[config.mk]
export PLATFORM = sky130hd
export DESIGN_NAME = path_mtu_discovery_search_top
export DESIGN_NICKNAME = d
export VERILOG_FILES = /design/src/rtl/pmtud_pkg.sv /design/src/rtl/path_mtu_discovery_search_top.sv /design/src/rtl/pmtud_sched.sv /design/src/rtl/pmtud_rec.sv /design/src/rtl/pmtud_ctrl.sv
export SDC_FILE = /design/constraint.sdc
export NUM_CORES = 2
export LEC_CHECK = 0
export ABC_AREA = 1
export BUFFER_PORTS_ARGS = -buffer_cell sky130_fd_sc_hd__buf_4
export CORE_MARGIN = 3
export CORE_UTILIZATION = 30
export CTS_CLUSTER_SIZE = 16
export DETAILED_ROUTE_END_ITERATION = 16
export GPL_ROUTABILITY_DRIVEN = 0
export SKIP_CTS_REPAIR_TIMING = 1
export SYNTH_ARGS = -nofsm -noshare
export SYNTH_HDL_FRONTEND = slang
export SYNTH_SLANG_ARGS = --single-unit
[constraint.sdc]
create_clock -name clk -period 12.8 [get_ports clk]
set_clock_uncertainty 0.15 [all_clocks]
set_input_delay 2.56 -clock clk [delete_from_list [all_inputs] [get_ports clk]]
set_output_delay 2.56 -clock clk [all_outputs]
set_load 0.02 [all_outputs]
[src/rtl/pmtud_pkg.sv]
package pmtud_pkg;

	// Event codes carried in s_tuser
	localparam logic [1:0] OP_START   = 2'd0;
	localparam logic [1:0] OP_TICK    = 2'd1;
	localparam logic [1:0] OP_OUTCOME = 2'd2;
	localparam logic [1:0] OP_ACK     = 2'd3;

	// Send outcome codes
	localparam logic [1:0] OUT_SENT  = 2'd0;
	localparam logic [1:0] OUT_DEFER = 2'd1;
	localparam logic [1:0] OUT_BIG   = 2'd2;
	localparam logic [1:0] OUT_FATAL = 2'd3;

	// Search phases
	localparam logic [1:0] PH_IDLE  = 2'd0;
	localparam logic [1:0] PH_WAIT  = 2'd1;
	localparam logic [1:0] PH_PROBE = 2'd2;
	localparam logic [1:0] PH_SEND  = 2'd3;

	// Configuration register indexes
	localparam logic [1:0] CFG_PEER_MAX  = 2'd0;
	localparam logic [1:0] CFG_PRECISION = 2'd1;
	localparam logic [1:0] CFG_DELAY     = 2'd2;

	localparam int PROBE_SLOTS = 3;
	localparam int SLOT_W      = $clog2(PROBE_SLOTS);

	localparam logic [15:0] MIN_MTU         = 16'd1200;
	localparam logic [15:0] RESET_PEER_MAX  = 16'd1472;
	localparam logic [10:0] RESET_PRECISION = 11'd16;
	localparam logic [15:0] RESET_DELAY     = 16'd100;
	localparam logic [2:0]  RETRY_SAT       = 3'd7;

	typedef struct packed {
		logic [15:0] peer_max;
		logic [10:0] precision;
		logic [15:0] delay;
	} cfg_t;

	typedef struct packed {
		logic [1:0]  operation;
		logic [31:0] now_ms;
		logic [19:0] pto_ms;
		logic [15:0] start_mtu;
		logic [15:0] start_upper_bound;
		logic [1:0]  send_outcome;
		logic [61:0] packet_number;
		logic [61:0] ack_low;
		logic [61:0] ack_high;
	} item_t;

	typedef struct packed {
		logic        probe_request;
		logic [15:0] probe_size;
		logic [15:0] current_mtu;
		logic [15:0] upper_bound;
		logic [1:0]  search_phase;
		logic [31:0] deadline_ms;
		logic        fatal_error;
	} res_t;

	typedef struct packed {
		logic        done;
		logic        bounded;
		logic [15:0] trial;
		logic [15:0] bound;
		logic [31:0] expiry;
	} sched_t;

	typedef struct packed {
		logic              clear;
		logic              wr;
		logic [SLOT_W-1:0] idx;
	} rec_ctl_t;

endpackage

[src/rtl/path_mtu_discovery_search_top.sv]
// Channel  Direction  Accept when                Payload
// s_*      in         s_tvalid & s_tready        tuser: operation; tdata: event fields
// m_*      out        m_tvalid & m_tready        tdata: one result per event
// cfg_*    in         cfg_valid & cfg_ready      cfg_index selects register, cfg_data
//
// One event is accepted per cycle while the output is not stalled; each passes an
// input register and the update logic into the result register, which drives m_*.
// The rate is set by the state update between the two registers.
// Reset clears the search state and the probe record flags and returns the
// configuration to its defaults.
// A stalled output holds its result and the event behind it; the input register
// takes an event while it is empty or its event moves to the output register.
module path_mtu_discovery_search_top import pmtud_pkg::*; #(
	parameter int RETRY_LIMIT = 3
) (
	input  logic         clk,
	input  logic         arst_n,
	input  logic         s_tvalid,
	output logic         s_tready,
	// [31:0] now_ms, [51:32] pto_ms, [67:52] start_mtu, [83:68] start_upper_bound,
	// [85:84] send_outcome, [147:86] packet_number, [209:148] ack_low,
	// [271:210] ack_high
	input  logic [271:0] s_tdata,
	// [1:0] operation
	input  logic [1:0]   s_tuser,
	output logic         m_tvalid,
	input  logic         m_tready,
	// [0] probe_request, [16:1] probe_size, [32:17] current_mtu, [48:33] upper_bound,
	// [50:49] search_phase, [82:51] deadline_ms, [83] fatal_error, [87:84] zero
	output logic [87:0]  m_tdata,
	input  logic         cfg_valid,
	output logic         cfg_ready,
	input  logic [1:0]   cfg_index,
	input  logic [15:0]  cfg_data
);

	cfg_t  cfg_q;
	logic  valid_s1;
	item_t item_s1;
	logic  valid_s2;
	res_t  res_s2;
	res_t  res;
	logic  advance;
	logic  fire;

	assign cfg_ready = 1'b1;

	// Write configuration registers
	always_ff @(posedge clk or negedge arst_n) begin
		if (!arst_n) begin
			cfg_q.peer_max  <= RESET_PEER_MAX;
			cfg_q.precision <= RESET_PRECISION;
			cfg_q.delay     <= RESET_DELAY;
		end else if (cfg_valid && cfg_ready) begin
			case (cfg_index)
				CFG_PEER_MAX:  cfg_q.peer_max  <= cfg_data;
				CFG_PRECISION: cfg_q.precision <= cfg_data[10:0];
				CFG_DELAY:     cfg_q.delay     <= cfg_data;
				default:       cfg_q           <= cfg_q;
			endcase
		end
	end

	// Handshake: advance when the result register is empty or being drained
	assign advance  = !valid_s2 || m_tready;
	assign fire     = valid_s1 && advance;
	assign s_tready = !valid_s1 || advance;

	// Input register
	always_ff @(posedge clk or negedge arst_n) begin
		if (!arst_n) begin
			valid_s1 <= 1'b0;
		end else if (s_tready) begin
			valid_s1 <= s_tvalid;
		end
	end

	always_ff @(posedge clk) begin
		if (s_tvalid && s_tready) begin
			item_s1.operation         <= s_tuser;
			item_s1.now_ms            <= s_tdata[31:0];
			item_s1.pto_ms            <= s_tdata[51:32];
			item_s1.start_mtu         <= s_tdata[67:52];
			item_s1.start_upper_bound <= s_tdata[83:68];
			item_s1.send_outcome      <= s_tdata[85:84];
			item_s1.packet_number     <= s_tdata[147:86];
			item_s1.ack_low           <= s_tdata[209:148];
			item_s1.ack_high          <= s_tdata[271:210];
		end
	end

	pmtud_ctrl #(
		.RETRY_LIMIT (RETRY_LIMIT)
	) u_ctrl (
		.clk    (clk),
		.arst_n (arst_n),
		.fire   (fire),
		.item   (item_s1),
		.cfg    (cfg_q),
		.res    (res)
	);

	// Result register
	always_ff @(posedge clk or negedge arst_n) begin
		if (!arst_n) begin
			valid_s2 <= 1'b0;
		end else if (advance) begin
			valid_s2 <= valid_s1;
		end
	end

	always_ff @(posedge clk) begin
		if (fire) begin
			res_s2 <= res;
		end
	end

	assign m_tvalid = valid_s2;
	assign m_tdata  = {4'd0, res_s2.fatal_error, res_s2.deadline_ms, res_s2.search_phase,
		res_s2.upper_bound, res_s2.current_mtu, res_s2.probe_size, res_s2.probe_request};

	// A fatal outcome always leaves the search idle
	assert property (@(posedge clk) disable iff (!arst_n)
		valid_s2 && res_s2.fatal_error |-> res_s2.search_phase == PH_IDLE)
		else $error("fatal result with search not idle");

	// A probe request always waits for a send outcome
	assert property (@(posedge clk) disable iff (!arst_n)
		valid_s2 && res_s2.probe_request |-> res_s2.search_phase == PH_SEND)
		else $error("probe request outside awaiting phase");

	// An event that leaves the input register shows up as a result next cycle
	assert property (@(posedge clk) disable iff (!arst_n)
		fire |=> valid_s2)
		else $error("processed event produced no result");

	// Fatal and probe request never come together
	assert property (@(posedge clk) disable iff (!arst_n)
		valid_s2 |-> !(res_s2.fatal_error && res_s2.probe_request))
		else $error("fatal result also requests a probe");

endmodule

[src/rtl/pmtud_sched.sv]
module pmtud_sched import pmtud_pkg::*; (
	input  cfg_t        cfg,
	input  logic [15:0] mtu,
	input  logic [15:0] bound,
	input  logic [31:0] now_ms,
	output sched_t      sched
);

	logic [16:0] limit;
	logic [16:0] sum;
	logic [16:0] dbl;

	// Next probe size: bisect with a bound, else double up to the peer ceiling
	always_comb begin
		limit = {1'b0, mtu} + 17'(cfg.precision);
		sum   = {1'b0, mtu} + {1'b0, bound};
		dbl   = {mtu, 1'b0};
		sched.done    = ({1'b0, bound} <= limit);
		sched.bounded = (bound != 16'd0);
		sched.expiry  = now_ms + 32'(cfg.delay);
		if (sched.bounded) begin
			sched.trial = sum[16:1];
			sched.bound = bound;
		end else if (dbl >= {1'b0, cfg.peer_max}) begin
			sched.trial = cfg.peer_max;
			sched.bound = cfg.peer_max;
		end else begin
			sched.trial = dbl[15:0];
			sched.bound = bound;
		end
	end

endmodule

[src/rtl/pmtud_rec.sv]
module pmtud_rec import pmtud_pkg::*; (
	input  logic        clk,
	input  logic        arst_n,
	input  rec_ctl_t    ctl,
	input  logic [61:0] packet_number,
	input  logic [61:0] ack_low,
	input  logic [61:0] ack_high,
	output logic        hit
);

	logic [PROBE_SLOTS-1:0] valid_q;
	logic [61:0]            num_q [PROBE_SLOTS];

	// Track which slots hold a recorded probe
	always_ff @(posedge clk or negedge arst_n) begin
		if (!arst_n) begin
			valid_q <= '0;
		end else if (ctl.clear) begin
			valid_q <= '0;
		end else if (ctl.wr) begin
			valid_q[ctl.idx] <= 1'b1;
		end
	end

	// Store packet numbers of sent probes
	always_ff @(posedge clk) begin
		if (ctl.wr) begin
			num_q[ctl.idx] <= packet_number;
		end
	end

	// Match any recorded probe against the acknowledged range
	always_comb begin
		hit = 1'b0;
		for (int i = 0; i < PROBE_SLOTS; i++) begin
			if (valid_q[i] && num_q[i] >= ack_low && num_q[i] <= ack_high) begin
				hit = 1'b1;
			end
		end
	end

endmodule

[src/rtl/pmtud_ctrl.sv]
module pmtud_ctrl import pmtud_pkg::*; #(
	parameter int RETRY_LIMIT = 3
) (
	input  logic  clk,
	input  logic  arst_n,
	input  logic  fire,
	input  item_t item,
	input  cfg_t  cfg,
	output res_t  res
);

	localparam logic [2:0] LIMIT = 3'(RETRY_LIMIT);

	logic [1:0]  phase_q, phase_n;
	logic [15:0] mtu_q, mtu_n;
	logic [15:0] bound_q, bound_n;
	logic [15:0] trial_q, trial_n;
	logic [2:0]  retry_q, retry_n;
	logic [31:0] expiry_q, expiry_n;
	logic        from_delay_q, from_delay_n;

	logic [15:0] sched_mtu;
	logic [15:0] sched_bound;
	sched_t      sched;
	rec_ctl_t    rec_ctl;
	logic        hit;
	logic [31:0] diff;
	logic        expired;
	logic [2:0]  retry_inc;
	logic [31:0] backoff;
	logic        do_sched;
	logic        req;
	logic        fatal;

	// Pick the MTU and bound that the scheduler works from
	always_comb begin
		case (item.operation)
			OP_START: begin
				sched_mtu   = item.start_mtu;
				sched_bound = item.start_upper_bound;
			end
			OP_ACK: begin
				sched_mtu   = trial_q;
				sched_bound = bound_q;
			end
			default: begin
				sched_mtu   = mtu_q;
				sched_bound = trial_q;
			end
		endcase
	end

	pmtud_sched u_sched (
		.cfg    (cfg),
		.mtu    (sched_mtu),
		.bound  (sched_bound),
		.now_ms (item.now_ms),
		.sched  (sched)
	);

	pmtud_rec u_rec (
		.clk           (clk),
		.arst_n        (arst_n),
		.ctl           (rec_ctl),
		.packet_number (item.packet_number),
		.ack_low       (item.ack_low),
		.ack_high      (item.ack_high),
		.hit           (hit)
	);

	// Next state for the current event
	always_comb begin
		phase_n      = phase_q;
		mtu_n        = mtu_q;
		bound_n      = bound_q;
		trial_n      = trial_q;
		retry_n      = retry_q;
		expiry_n     = expiry_q;
		from_delay_n = from_delay_q;
		rec_ctl      = '0;
		do_sched     = 1'b0;
		req          = 1'b0;
		fatal        = 1'b0;

		diff      = expiry_q - item.now_ms;
		expired   = (diff == 32'd0) || diff[31];
		retry_inc = (retry_q != RETRY_SAT) ? retry_q + 3'd1 : retry_q;
		backoff   = 32'(item.pto_ms) << retry_q;

		case (item.operation)
			OP_START: begin
				mtu_n    = item.start_mtu;
				bound_n  = item.start_upper_bound;
				do_sched = 1'b1;
			end
			OP_TICK: begin
				if (expired && phase_q == PH_WAIT) begin
					retry_n       = 3'd0;
					rec_ctl.clear = 1'b1;
					from_delay_n  = 1'b1;
					phase_n       = PH_SEND;
					req           = 1'b1;
				end else if (expired && phase_q == PH_PROBE) begin
					retry_n = retry_inc;
					if (retry_inc < LIMIT) begin
						from_delay_n = 1'b0;
						phase_n      = PH_SEND;
						req          = 1'b1;
					end else begin
						bound_n  = trial_q;
						do_sched = 1'b1;
					end
				end
			end
			OP_OUTCOME: begin
				if (phase_q == PH_SEND) begin
					if (item.send_outcome inside {OUT_SENT, OUT_DEFER}) begin
						if (item.send_outcome == OUT_SENT && retry_q < 3'(PROBE_SLOTS)) begin
							rec_ctl.wr  = 1'b1;
							rec_ctl.idx = retry_q[SLOT_W-1:0];
						end
						expiry_n = item.now_ms + backoff;
						phase_n  = PH_PROBE;
					end else if (item.send_outcome == OUT_BIG) begin
						bound_n = trial_q;
						if (from_delay_q) begin
							if (sched.done) begin
								phase_n = PH_IDLE;
							end else begin
								trial_n       = sched.trial;
								retry_n       = 3'd0;
								rec_ctl.clear = 1'b1;
								req           = 1'b1;
							end
						end else begin
							do_sched = 1'b1;
						end
					end else begin
						phase_n = PH_IDLE;
						fatal   = 1'b1;
					end
				end
			end
			OP_ACK: begin
				if (phase_q == PH_PROBE && hit) begin
					mtu_n    = trial_q;
					do_sched = 1'b1;
				end
			end
			default: begin
				phase_n = phase_q;
			end
		endcase

		// Reschedule: finish when the bound is close enough, else wait to probe
		if (do_sched) begin
			bound_n = sched.bound;
			if (sched.bounded && sched.done) begin
				phase_n = PH_IDLE;
			end else begin
				trial_n  = sched.trial;
				expiry_n = sched.expiry;
				phase_n  = PH_WAIT;
			end
		end

		// Touch the probe records only when the event moves on
		if (!fire) begin
			rec_ctl = '0;
		end

		res.probe_request = req;
		res.probe_size    = trial_n;
		res.current_mtu   = mtu_n;
		res.upper_bound   = bound_n;
		res.search_phase  = phase_n;
		res.deadline_ms   = expiry_n;
		res.fatal_error   = fatal;
	end

	// Commit state when the event moves to the result register
	always_ff @(posedge clk or negedge arst_n) begin
		if (!arst_n) begin
			phase_q      <= PH_IDLE;
			mtu_q        <= MIN_MTU;
			bound_q      <= '0;
			trial_q      <= '0;
			retry_q      <= '0;
			expiry_q     <= '0;
			from_delay_q <= 1'b0;
		end else if (fire) begin
			phase_q      <= phase_n;
			mtu_q        <= mtu_n;
			bound_q      <= bound_n;
			trial_q      <= trial_n;
			retry_q      <= retry_n;
			expiry_q     <= expiry_n;
			from_delay_q <= from_delay_n;
		end
	end

endmodule

==> results.sh <==
export IMPL_status="finished, final reports clean"
export IMPL_final_layout_size_suffix_gt1_share_pct=11.3
export IMPL_tightest_slew_ns=1.20
export IMPL_yosysSeqAreaShare_pct=46.2
export IMPL_syn_avg_cell_area_um2=8.72
export IMPL_rr_endpoint="m_tdata[8]$_DFFE_PP_"
export IMPL_pwr_density_cell_mw_per_mm2=172
export IMPL_placed_cells=7069
export IMPL_setup_total_negative_slack_ns=0
export IMPL_synthArstFlopShare_pct=19.8
export IMPL_first_pass_iters=8
export IMPL_area_delta_synth_final_pct=18.4
export IMPL_initial_core_util_pct=30.4
export IMPL_worstSkewPairLatency_ns=0.73
export IMPL_grtUsageTotal_pct=18.9
export IMPL_synth_cells=4888
export IMPL_endpoint="m_tdata[8]$_DFFE_PP_"
export IMPL_ant_nets=0
export IMPL_clk_pin_slew_worst_paths_ns=0.06
export IMPL_cp_max_fo=63
export IMPL_clock_sinks=678
export IMPL_die_area_mm2=0.147
export IMPL_hold_depth=0
export IMPL_rsz0062_at_grt="false"
export IMPL_final_common_cell="nand2_1"
export IMPL_die_y_um=383
export IMPL_start_kind="flop"
export IMPL_p_leak_nw=23.4
export IMPL_wl_per_cell_um=19.6
export IMPL_hold_path_class="flop to flop"
export IMPL_relSlewSlack_pct=19.8
export IMPL_endpoint_kind="flop"
export IMPL_peakVddDrop_mv=0.108
export IMPL_finalWirelength_um=142000
export IMPL_arrival_ns=8.11
export IMPL_syn_cell_area_mm2=0.0426
export IMPL_vias=36100
export IMPL_grt_overflow=0
export IMPL_r2r_start="item_s1[272]$_DFFE_PP_"
export IMPL_startpoint="item_s1[272]$_DFFE_PP_"
export IMPL_worst_r2r_path_depth=32
export IMPL_dpl_hpwl_um=109000
export IMPL_htreeDepth=3
export IMPL_report_final_slew_viol_count=0
export IMPL_cts_made_buffers=82
export IMPL_grt_pass1_vias=34700
export IMPL_final_area_mm2=0.0505
export IMPL_cp_common_cell="nand2_1"
export IMPL_clockBufferDepth=3
export IMPL_ys_flop_type="edfxtp_1"
export IMPL_row_count=137
export IMPL_antenna_found_initial=6
export IMPL_finalPower_mw=8.69
export IMPL_rrSetupSlack_ns=4.99
export IMPL_hold_viol_final=0
export IMPL_routed_via_density=5.00
export IMPL_core_area_mm2=0.140
export IMPL_ys_seq_elements=678
export IMPL_drv_cap=0
export IMPL_finalSetupViolations=0
export IMPL_cp_slowest_stage_delay_ns=0.74
export IMPL_criticalPathCategory="flop to flop"
export IMPL_critPathSlowestCell="ha_1"
export IMPL_grt_pass1_wl_um=211000
export IMPL_fin_crit_sh_pct=61.0
export IMPL_grt_max_degree=98
export IMPL_drc=0
export IMPL_cts_root_buf="clkbuf_16"
export IMPL_place_area_mm2=0.0476
export IMPL_die_width_um=383
export IMPL_synth_distinct_cells=52
export IMPL_ios=388
export IMPL_cts_tree="done"
export IMPL_timing_fmax_ghz=0.128
export IMPL_final_cell_mix="nand2_1, inv_1, edfxtp_1"
export IMPL_initialDrtViolationCount=3400
export IMPL_port_buffers=382
export IMPL_layoutNonFillerInstCount=7221
export IMPL_required_ns=13.10
export IMPL_synth_edff_count=544
export IMPL_yosys_warnings=0
export IMPL_fin_nets=6090
export IMPL_fillers=14200
export IMPL_min_period_ns=7.81
## stage by stage
step / worst slack (ns) / hold slack (ns) / utilization, %
detailed placement: 5.21 / 0.307 / 33.9
CTS: 5.19 / 0.298 / 36.0
floorplan: 3.82 / 0.290 / -
finish: 4.99 / 0.294 / 36.0
global route: 4.24 / 0.311 / 36.0
global placement: 5.43 / 0.303 / 33.9
## cells by family after synthesis
kind of cell	count (synthesis)	share of synthesized area, %
xor+xnor	55	1.13
compound gates	817	10.4
mux	8	0.188
other cells	2	0.0176
fa+ha+maj	516	15.2
simple gates	2134	20.5
flops	678	46.2
buf+inv	678	6.27
## how the worst min path moves through the flow
stage                                                      to                   start  slack, ns
after floorplan            u_ctrl.u_rec.num_q[0][0]$_DFFE_PP_  item_s1[124]$_DFFE_PP_       0.29
after global placement    u_ctrl.u_rec.num_q[2][29]$_DFFE_PP_  item_s1[153]$_DFFE_PP_       0.30
after detailed placement  u_ctrl.u_rec.num_q[1][14]$_DFFE_PP_  item_s1[138]$_DFFE_PP_       0.31
after CTS                 u_ctrl.u_rec.num_q[1][40]$_DFFE_PP_  item_s1[164]$_DFFE_PP_       0.30
after global routing      u_ctrl.u_rec.num_q[1][42]$_DFFE_PP_  item_s1[166]$_DFFE_PP_       0.31
final                     u_ctrl.u_rec.num_q[1][42]$_DFFE_PP_  item_s1[166]$_DFFE_PP_       0.29
## per-layer routing
layer	global-route usage (%)	wire, um	vias to the layer above
met2	30.6	64900	1525
met4	6.46	4770	2
met5	0	13	-
met3	3.14	11000	248
li1	-	-	17300
met1	25.4	61000	17000
## cells in the mapped netlist, types with 13 or more instances
library cell | count | area share [%]
o21ai_2 | 20 | 0.41
xnor2_1 | 13 | 0.27
nor3_1 | 53 | 0.62
nor2_1 | 320 | 2.8
o21bai_1 | 18 | 0.32
clkbuf_1 | 60 | 0.53
nand4_1 | 52 | 0.76
o21a_1 | 26 | 0.46
o21ai_0 | 329 | 3.9
buf_2 | 23 | 0.27
dfrtp_1 | 122 | 7.2
inv_1 | 566 | 5.0
xor2_1 | 42 | 0.86
a21oi_1 | 342 | 4.0
and2_1 | 22 | 0.32
nand3_1 | 218 | 2.6
ha_1 | 511 | 15
nand2_1 | 1410 | 12
o211ai_1 | 24 | 0.42
edfxtp_1 | 544 | 38
nor4_1 | 21 | 0.31
## power breakdown
| part | leakage [nW] | internal [mW] | switching, mW |
|---|---|---|---|
| Clock | 1.39 | 1.47 | 1.03 |
| Sequential | 6.83 | 2.72 | 0.298 |
| Combinational | 15.2 | 1.07 | 2.10 |
| Total | 23.4 | 5.26 | 3.43 |
## layout make-up
| class | instances | area (um^2) | area share (%) |
|---|---|---|---|
| Antenna cell | 2 | 5.00 | 0.00992 |
| Sequential cell | 678 | 19700 | 39.1 |
| Inverter | 572 | 2160 | 4.28 |
| Multi-Input combinational cell | 3535 | 20300 | 40.2 |
| Clock inverter | 45 | 682 | 1.35 |
| Clock buffer | 105 | 2210 | 4.38 |
| Tap cell | 1876 | 2350 | 4.65 |
| Timing Repair Buffer | 408 | 3070 | 6.08 |
## registers in the layout, indices dropped and copies added, names as in the netlist
register	flops
item_s1	274
valid_s1	1
u_ctrl.u_rec.valid_q	3
m_tdata	84
u_ctrl.trial_q	16
u_ctrl.expiry_q	32
u_ctrl.bound_q	16
u_ctrl.phase_q	2
u_ctrl.from_delay_q	1
m_tvalid	1
u_ctrl.mtu_q	16
u_ctrl.u_rec.num_q	186
u_ctrl.retry_q	3
cfg_q	43
## worst max-delay path, delay by kind of cell, from the launching register on
| kind | cells | cell delay [ns] |
|---|---|---|
| simple gates | 16 | 2.72 |
| compound gates | 10 | 2.28 |
| fa+ha+maj | 3 | 1.18 |
| buf+inv | 2 | 0.65 |
| flops | 1 | 0.40 |
| xor+xnor | 1 | 0.12 |
(Power assumes the default switching activity.)
